===== src/hw/rtl/ipl_pkg.sv =====
// Shared constants, action codes and control types for the ID pool LRU table.
package ipl_pkg;

  localparam int DEF_POOL_ENTRIES = 16;
  localparam int DEF_ID_BITS      = 16;
  localparam int DEF_AGE_BITS     = 32;

  localparam int ACTION_BITS = 2;
  localparam int IN_ID_BITS  = 16;
  localparam int SLOT_BITS   = 4;

  localparam logic [ACTION_BITS-1:0] ACT_STORE  = 2'd0;
  localparam logic [ACTION_BITS-1:0] ACT_LOOKUP = 2'd1;
  localparam logic [ACTION_BITS-1:0] ACT_REMOVE = 2'd2;

  typedef struct packed {
    logic load;   // capture the request
    logic scan;   // read entry at scan index
    logic upd;    // apply the action, issue result
  } ipl_cmd_t;

endpackage


===== src/hw/rtl/id_pool_lru_table_unit.sv =====
// Top level of the ID pool LRU table: controller plus datapath.
// A request (in_action, in_object_id) is taken on a clock edge with start high and busy
// low. Each request gives exactly one result, shown for one cycle with out_valid high;
// the receiver cannot stall it. The ID and age stores have a single read port, so the
// search for a match and for the oldest entry visits one entry per cycle, followed by a
// drain state for the read latency and an update state; busy stays high until the update,
// so no new request is taken before then. The result strobe falls in the cycle where
// busy has just dropped. After reset the table is empty and needs no clearing pass.
module id_pool_lru_table_unit
  import ipl_pkg::*;
#(
  parameter int POOL_ENTRIES = DEF_POOL_ENTRIES,
  parameter int ID_BITS      = DEF_ID_BITS,
  parameter int AGE_BITS     = DEF_AGE_BITS
) (
  input  logic                   clk,
  input  logic                   rst_n,
  input  logic                   start,
  output logic                   busy,
  input  logic [ACTION_BITS-1:0] in_action,
  input  logic [IN_ID_BITS-1:0]  in_object_id,
  output logic                   out_valid,
  output logic                   out_found,
  output logic [SLOT_BITS-1:0]   out_slot
);

  localparam int IDX_W = $clog2(POOL_ENTRIES);

  ipl_cmd_t         cmd;
  logic [IDX_W-1:0] scan_idx;

  ipl_ctrl #(
    .POOL_ENTRIES(POOL_ENTRIES),
    .IDX_W       (IDX_W)
  ) u_ctrl (
    .clk     (clk),
    .rst_n   (rst_n),
    .start   (start),
    .busy    (busy),
    .cmd     (cmd),
    .scan_idx(scan_idx)
  );

  ipl_dp #(
    .POOL_ENTRIES(POOL_ENTRIES),
    .ID_BITS     (ID_BITS),
    .AGE_BITS    (AGE_BITS),
    .IDX_W       (IDX_W)
  ) u_dp (
    .clk         (clk),
    .rst_n       (rst_n),
    .cmd         (cmd),
    .scan_idx    (scan_idx),
    .in_action   (in_action),
    .in_object_id(in_object_id),
    .out_valid   (out_valid),
    .out_found   (out_found),
    .out_slot    (out_slot)
  );

endmodule


===== src/hw/rtl/ipl_ctrl.sv =====
// Controller: sequences capture, entry scan, drain and update for each request.
module ipl_ctrl
  import ipl_pkg::*;
#(
  parameter int POOL_ENTRIES = DEF_POOL_ENTRIES,
  parameter int IDX_W        = $clog2(POOL_ENTRIES)
) (
  input  logic             clk,
  input  logic             rst_n,
  input  logic             start,
  output logic             busy,
  output ipl_cmd_t         cmd,
  output logic [IDX_W-1:0] scan_idx
);

  localparam logic [1:0] ST_IDLE  = 2'd0;
  localparam logic [1:0] ST_SCAN  = 2'd1;
  localparam logic [1:0] ST_DRAIN = 2'd2;
  localparam logic [1:0] ST_UPD   = 2'd3;

  localparam logic [IDX_W-1:0] IDX_LAST = IDX_W'(POOL_ENTRIES - 1);

  logic [1:0]       state_r, state_nxt;
  logic [IDX_W-1:0] idx_r, idx_nxt;

  always_comb begin
    state_nxt = state_r;
    idx_nxt   = idx_r;
    cmd       = '0;
    unique case (state_r)
      ST_IDLE: begin
        idx_nxt = '0;
        if (start) begin
          cmd.load  = 1'b1;
          state_nxt = ST_SCAN;
        end
      end
      ST_SCAN: begin
        cmd.scan = 1'b1;
        if (idx_r == IDX_LAST) begin
          state_nxt = ST_DRAIN;
        end else begin
          idx_nxt = idx_r + 1'b1;
        end
      end
      ST_DRAIN: begin
        state_nxt = ST_UPD;
      end
      ST_UPD: begin
        cmd.upd   = 1'b1;
        state_nxt = ST_IDLE;
      end
      default: begin
        state_nxt = ST_IDLE;
      end
    endcase
  end

  always_ff @(posedge clk) begin
    if (!rst_n) begin
      state_r <= ST_IDLE;
      idx_r   <= '0;
    end else begin
      state_r <= state_nxt;
      idx_r   <= idx_nxt;
    end
  end

  assign busy     = (state_r != ST_IDLE);
  assign scan_idx = idx_r;

endmodule


===== src/hw/rtl/ipl_dp.sv =====
// Datapath: ID and age stores, match and oldest search, update and result registers.
module ipl_dp
  import ipl_pkg::*;
#(
  parameter int POOL_ENTRIES = DEF_POOL_ENTRIES,
  parameter int ID_BITS      = DEF_ID_BITS,
  parameter int AGE_BITS     = DEF_AGE_BITS,
  parameter int IDX_W        = $clog2(POOL_ENTRIES)
) (
  input  logic                   clk,
  input  logic                   rst_n,
  input  ipl_cmd_t               cmd,
  input  logic [IDX_W-1:0]       scan_idx,
  input  logic [ACTION_BITS-1:0] in_action,
  input  logic [IN_ID_BITS-1:0]  in_object_id,
  output logic                   out_valid,
  output logic                   out_found,
  output logic [SLOT_BITS-1:0]   out_slot
);

  logic [ID_BITS-1:0]  id_mem  [POOL_ENTRIES];
  logic [AGE_BITS-1:0] age_mem [POOL_ENTRIES];

  logic [POOL_ENTRIES-1:0] valid_r;
  logic [POOL_ENTRIES-1:0] age_ok_r;

  logic [ACTION_BITS-1:0] act_r;
  logic [ID_BITS-1:0]     id_r;
  logic [AGE_BITS-1:0]    cnt_r;

  logic [ID_BITS-1:0]  id_rd_r;
  logic [AGE_BITS-1:0] age_rd_r;
  logic [IDX_W-1:0]    cmp_idx_r;
  logic                cmp_en_r;

  logic                hit_r;
  logic [IDX_W-1:0]    pos_r;
  logic [IDX_W-1:0]    old_idx_r;
  logic [AGE_BITS-1:0] old_age_r;

  logic                   out_valid_r;
  logic                   out_found_r;
  logic [SLOT_BITS-1:0]   out_slot_r;

  logic [ID_BITS+IN_ID_BITS-1:0] id_ext;
  logic [AGE_BITS-1:0]           cur_age;
  logic                          cur_match;
  logic                          is_store;
  logic                          is_remove;
  logic [IDX_W-1:0]              tgt;
  logic [IDX_W-1:0]              res_idx;
  logic [IDX_W+SLOT_BITS-1:0]    res_ext;

  assign id_ext    = {{ID_BITS{1'b0}}, in_object_id};
  assign cur_age   = age_ok_r[cmp_idx_r] ? age_rd_r : '0;
  assign cur_match = valid_r[cmp_idx_r] && (id_rd_r == id_r);
  assign is_store  = (act_r == ACT_STORE);
  assign is_remove = (act_r == ACT_REMOVE);
  assign tgt       = hit_r ? pos_r : old_idx_r;
  assign res_idx   = is_store ? tgt : (hit_r ? pos_r : '0);
  assign res_ext   = {{SLOT_BITS{1'b0}}, res_idx};

  // stores: one read port at the scan index, one write port at update
  always_ff @(posedge clk) begin
    id_rd_r  <= id_mem[scan_idx];
    age_rd_r <= age_mem[scan_idx];
    if (cmd.upd && is_store) begin
      age_mem[tgt] <= cnt_r;
      if (!hit_r) begin
        id_mem[tgt] <= id_r;
      end
    end
  end

  always_ff @(posedge clk) begin
    if (!rst_n) begin
      valid_r     <= '0;
      age_ok_r    <= '0;
      cnt_r       <= AGE_BITS'(1);
      cmp_en_r    <= 1'b0;
      out_valid_r <= 1'b0;
    end else begin
      cmp_en_r    <= cmd.scan;
      out_valid_r <= cmd.upd;
      if (cmd.upd) begin
        if (is_store) begin
          valid_r[tgt]  <= 1'b1;
          age_ok_r[tgt] <= 1'b1;
          if (cnt_r != '1) begin
            cnt_r <= cnt_r + 1'b1;
          end
        end else if (is_remove && hit_r) begin
          valid_r[pos_r] <= 1'b0;
        end
      end
    end
  end

  always_ff @(posedge clk) begin
    cmp_idx_r <= scan_idx;
    if (cmd.load) begin
      act_r <= in_action;
      id_r  <= id_ext[ID_BITS-1:0];
      hit_r <= 1'b0;
      pos_r <= '0;
    end else if (cmp_en_r) begin
      if (!hit_r && cur_match) begin
        hit_r <= 1'b1;
        pos_r <= cmp_idx_r;
      end
      // oldest age, ties to the higher index
      if (cmp_idx_r == '0 || cur_age <= old_age_r) begin
        old_idx_r <= cmp_idx_r;
        old_age_r <= cur_age;
      end
    end
    if (cmd.upd) begin
      out_found_r <= hit_r;
      out_slot_r  <= res_ext[SLOT_BITS-1:0];
    end
  end

  assign out_valid = out_valid_r;
  assign out_found = out_found_r;
  assign out_slot  = out_slot_r;

endmodule


===== config.mk =====
export PLATFORM = sky130hd
export DESIGN_NAME = id_pool_lru_table_unit
export DESIGN_NICKNAME = d
export VERILOG_FILES = /design/src/hw/rtl/ipl_pkg.sv /design/src/hw/rtl/id_pool_lru_table_unit.sv /design/src/hw/rtl/ipl_ctrl.sv /design/src/hw/rtl/ipl_dp.sv
export SDC_FILE = /design/constraint.sdc
export NUM_CORES = 1
export LEC_CHECK = 0
export BUFFER_PORTS_ARGS = -buffer_cell sky130_fd_sc_hd__clkbuf_2
export CORE_UTILIZATION = 55
export DETAILED_ROUTE_END_ITERATION = 10
export PLACE_DENSITY = 0.7
export SLEW_MARGIN = 20
export SYNTH_ARGS = -nofsm -noshare
export SYNTH_HDL_FRONTEND = slang
export SYNTH_SLANG_ARGS = --single-unit

===== constraint.sdc =====
create_clock -name clk -period 5.6 [get_ports clk]
set_clock_uncertainty 0.15 [all_clocks]
set_input_delay 0.56 -clock clk [delete_from_list [all_inputs] [get_ports clk]]
set_output_delay 0.56 -clock clk [all_outputs]
set_load 0.02 [all_outputs]

==> results_dict.tcl <==
set metrics [dict create \
    synth-seq-cells 956 \
    switching_share 0.228 \
    dieHeight_um 260 \
    min_path_type "in -> reg" \
    critical-path-max-stage-delay_ns 0.61 \
    hold_slack_ns 0.269 \
    ios 28 \
    drv_slew 0 \
    post-route-drc-count 0 \
    cts-root-buf "clkbuf_16" \
    routed_wl_mm 78.8 \
    worst_pin_slew_ns 1.10 \
    core_um2 65700 \
    hp-start "start" \
    fin_total_pwr_mw 16.0 \
    p_int_mw 12.4 \
    critical_path.max_fanout 19 \
    hold_end "u_ctrl.state_r[1]" \
    place_congestion 0.878 \
    crit_cells 13 \
    syn_inst 1821 \
    crit_type "reg -> reg" \
    slowest_stage "nor4_1" \
    top_layer "met4" \
    clk_pin_slew_ns 0.06 \
    worstSetupEndpointType "flip-flop" \
    p_clk_frac 0.384 \
    cts_setup_buffers 0 \
    synthesis.area_um2 36600 \
    yosysSeqAreaShare 0.749 \
    via_count 18100 \
    cts_tree "built" \
    r2r_slack_ns 0.83 \
    area_growth_pct 12.7 \
    leakage_nw 13.3 \
    multi_input_area_um2 8740 \
    cts_sinks 956 \
    die_area_um2 67600 \
    grt_use_total 0.239 \
    cts_repair_resize_count 0 \
    detail_route.iter0.violations 2014 \
    start_util 0.557 \
    power-per-cell-area_nw_per_um2 388 \
    clockBufferDepth 3 \
    path_delay_family "compound AO/OA/AOI/OAI gates" \
    post_synth_num_cell_types 53 \
    power.switching_mw 3.64 \
    rsz0062_at_grt "false" \
    grt_pass1_wl_mm 117 \
    period_share 0.851 \
    die_w_um 260 \
    worstPathRequired_ns 5.78 \
    seqPwrFrac 0.517 \
    finish.net_count 1986 \
    synth_nets 1880 \
    setup_viol_count_final 0 \
    avgSynthCellArea_um2 20.1 \
    drv_cap 0 \
    synth-main-ff-cell "edfxtp_1" \
    grt_antenna_before_repair 0 \
    drtPass1Iterations 5 \
    cp.arrival_ns 4.95 \
    r2r_cells 13 \
    grt_overflow 0 \
    row_count 94 \
    yosys_warnings 0 \
    synth_edf_count 827 \
    grt_pass1_vias 18500 \
    fill_cells 4362 \
    status "completed" \
    wl_met3_mm 5.75 \
    dp.cells 2676 \
    cts_buffers 94 \
    wirelength_met1_mm 33.4 \
    max_freq_mhz 210 \
    viasPerCell 6.31 \
    startpoint_type "flip-flop" \
    fin_crit_ns 4.77 \
    wl_per_cell_um 27.4 \
    hpwl_mm 43.2 \
    worst-path-buf-inv 2 \
    drive_gt1_frac 0.253 \
    startpoint "u_dp.cmp_idx_r[0]" \
    cpMostUsedCell "buf_4" \
    h-tree-depth 3 \
    wl_met2_mm 38.2 \
    combPwrFrac 0.100 \
    hold_viol 0 \
    ant_nets 0 \
    whs_path_depth 4 \
    relSlewSlack 0.264 \
    synthArstFlopShare 0 \
    instances_no_fill 2870 \
    peakVddDrop_mv 0.263 \
    portBuffers 27 \
    clock_latency_ns 0.65 \
    worstReg2RegStart "u_dp.cmp_idx_r[0]" \
    tns_ns 0 \
    final_common_cell "edfxtp_1" \
    timing.rr.end "u_dp.old_age_r[9]" \
    path_cells "mux4_2 -> nor2b_1 -> a211oi_1 -> a21oi_2 -> buf_4 -> and2_1 -> ha_1 -> nand4_1 -> nor4_1 -> a21o_1 -> a31oi_1 -> a211oi_4 -> buf_4" \
    mostFrequentLayoutCells "edfxtp_1, mux4_2, dfxtp_1" \
    grt_max_degree 88 \
    antenna_cells 0 \
    seq_area_um2 27400 \
]
==> power groups by stage <==
| stage | clock network, mW | logic [mW] | registers [mW] |
|---|---|---|---|
| CTS | 6.23 | 1.63 | 8.27 |
| finish | 6.15 | 1.59 | 8.27 |
| global route | 6.50 | 1.72 | 8.30 |
| floorplan | 0 | 1.31 | 8.24 |
| global placement | 0 | 1.59 | 8.40 |
| detailed placement | 0 | 1.61 | 8.42 |
==> cell usage after synthesis (13+ instances only) <==
cell type	n	area share
or3_1	15	0.0026
dfxtp_1	129	0.071
buf_2	14	0.0019
o21a_1	22	0.0045
edfxtp_1	827	0.68
inv_1	55	0.0056
a21oi_1	54	0.0074
ha_1	38	0.013
and2_1	38	0.0065
nand3_1	26	0.0036
mux4_2	247	0.15
nor2_1	33	0.0034
o21ai_0	33	0.0045
xnor2_1	13	0.0031
nor3_1	14	0.0019
nand2_1	59	0.0061
nand4_1	24	0.0041
clkbuf_1	64	0.0066
==> through the flow <==
stage | instance area [um2] | util | setup slack, ns
after CTS | 41200 | 0.627 | 0.814
after global placement | 38000 | 0.578 | 1.00
final | 41200 | 0.627 | 0.833
after global routing | 41200 | 0.627 | 0.491
after floorplan | 36600 | - | 0.645
after detailed placement | 38000 | 0.578 | 0.847
==> worst max path at each step <==
stage | endpoint | slack [ns]
final | u_dp.old_age_r[9] | 0.83
after global routing | u_dp.old_age_r[11] | 0.49
after CTS | u_dp.old_age_r[9] | 0.81
after detailed placement | u_dp.old_age_r[9] | 0.85
after global placement | u_dp.old_age_r[8] | 1.00
after floorplan | u_dp.old_age_r[0] | 0.64
==> cell type report <==
class | count | area share
sequential | 956 | 0.665
multi-input combinational | 724 | 0.212
clock buffer | 129 | 0.0634
tap | 864 | 0.0262
timing repair buffer | 96 | 0.0184
clock inverter | 46 | 0.00983
inverter | 55 | 0.00501
==> state kept, by name, indices dropped and copies added, names as in the netlist, 16 cells and up <==
signal and cells:
u_dp.age_mem 512, u_dp.age_ok_r 16, u_dp.age_rd_r 32, u_dp.cnt_r 32, u_dp.id_mem 256, u_dp.id_r 16, u_dp.id_rd_r 16, u_dp.old_age_r 32
u_dp.valid_r 16
==> per-layer routing <==
layer / global-route usage / up-vias
met5: 0 / -
met4: 0.0639 / 0
met3: 0.0374 / 113
met2: 0.377 / 757
met1: 0.351 / 9557
li1: - / 7688
==> repair_timing <==
action,in CTS,in global routing
endpoints found under the setup margin,0,0
endpoints found under the hold margin,18,0
hold buffers,18,0
==> worst register-to-register path, cell delays in order, from the launching register on <==
cell and delay, ns:
dfxtp_1 0.40, mux4_2 0.50, nor2b_1 0.14, a211oi_1 0.31, a21oi_2 0.20, buf_4 0.28
and2_1 0.20, ha_1 0.33, nand4_1 0.13, nor4_1 0.61, a21o_1 0.23, a31oi_1 0.07
a211oi_4 0.56, buf_4 0.35
==> cell families (layout without fill, tap and decap cells) <==
group	Yosys count	after routing	share of synthesized area
flip-flops	956	956	0.749
AND/OR/NAND/NOR	263	263	0.0385
multiplexers	256	256	0.155
AO/OA/AOI/OAI	149	149	0.0257
buffers and inverters	141	326	0.0149
adder cells (fa/ha/maj)	38	38	0.0130
XOR/XNOR	18	18	0.00431
Note: power is estimated with default switching activity, not from simulation.
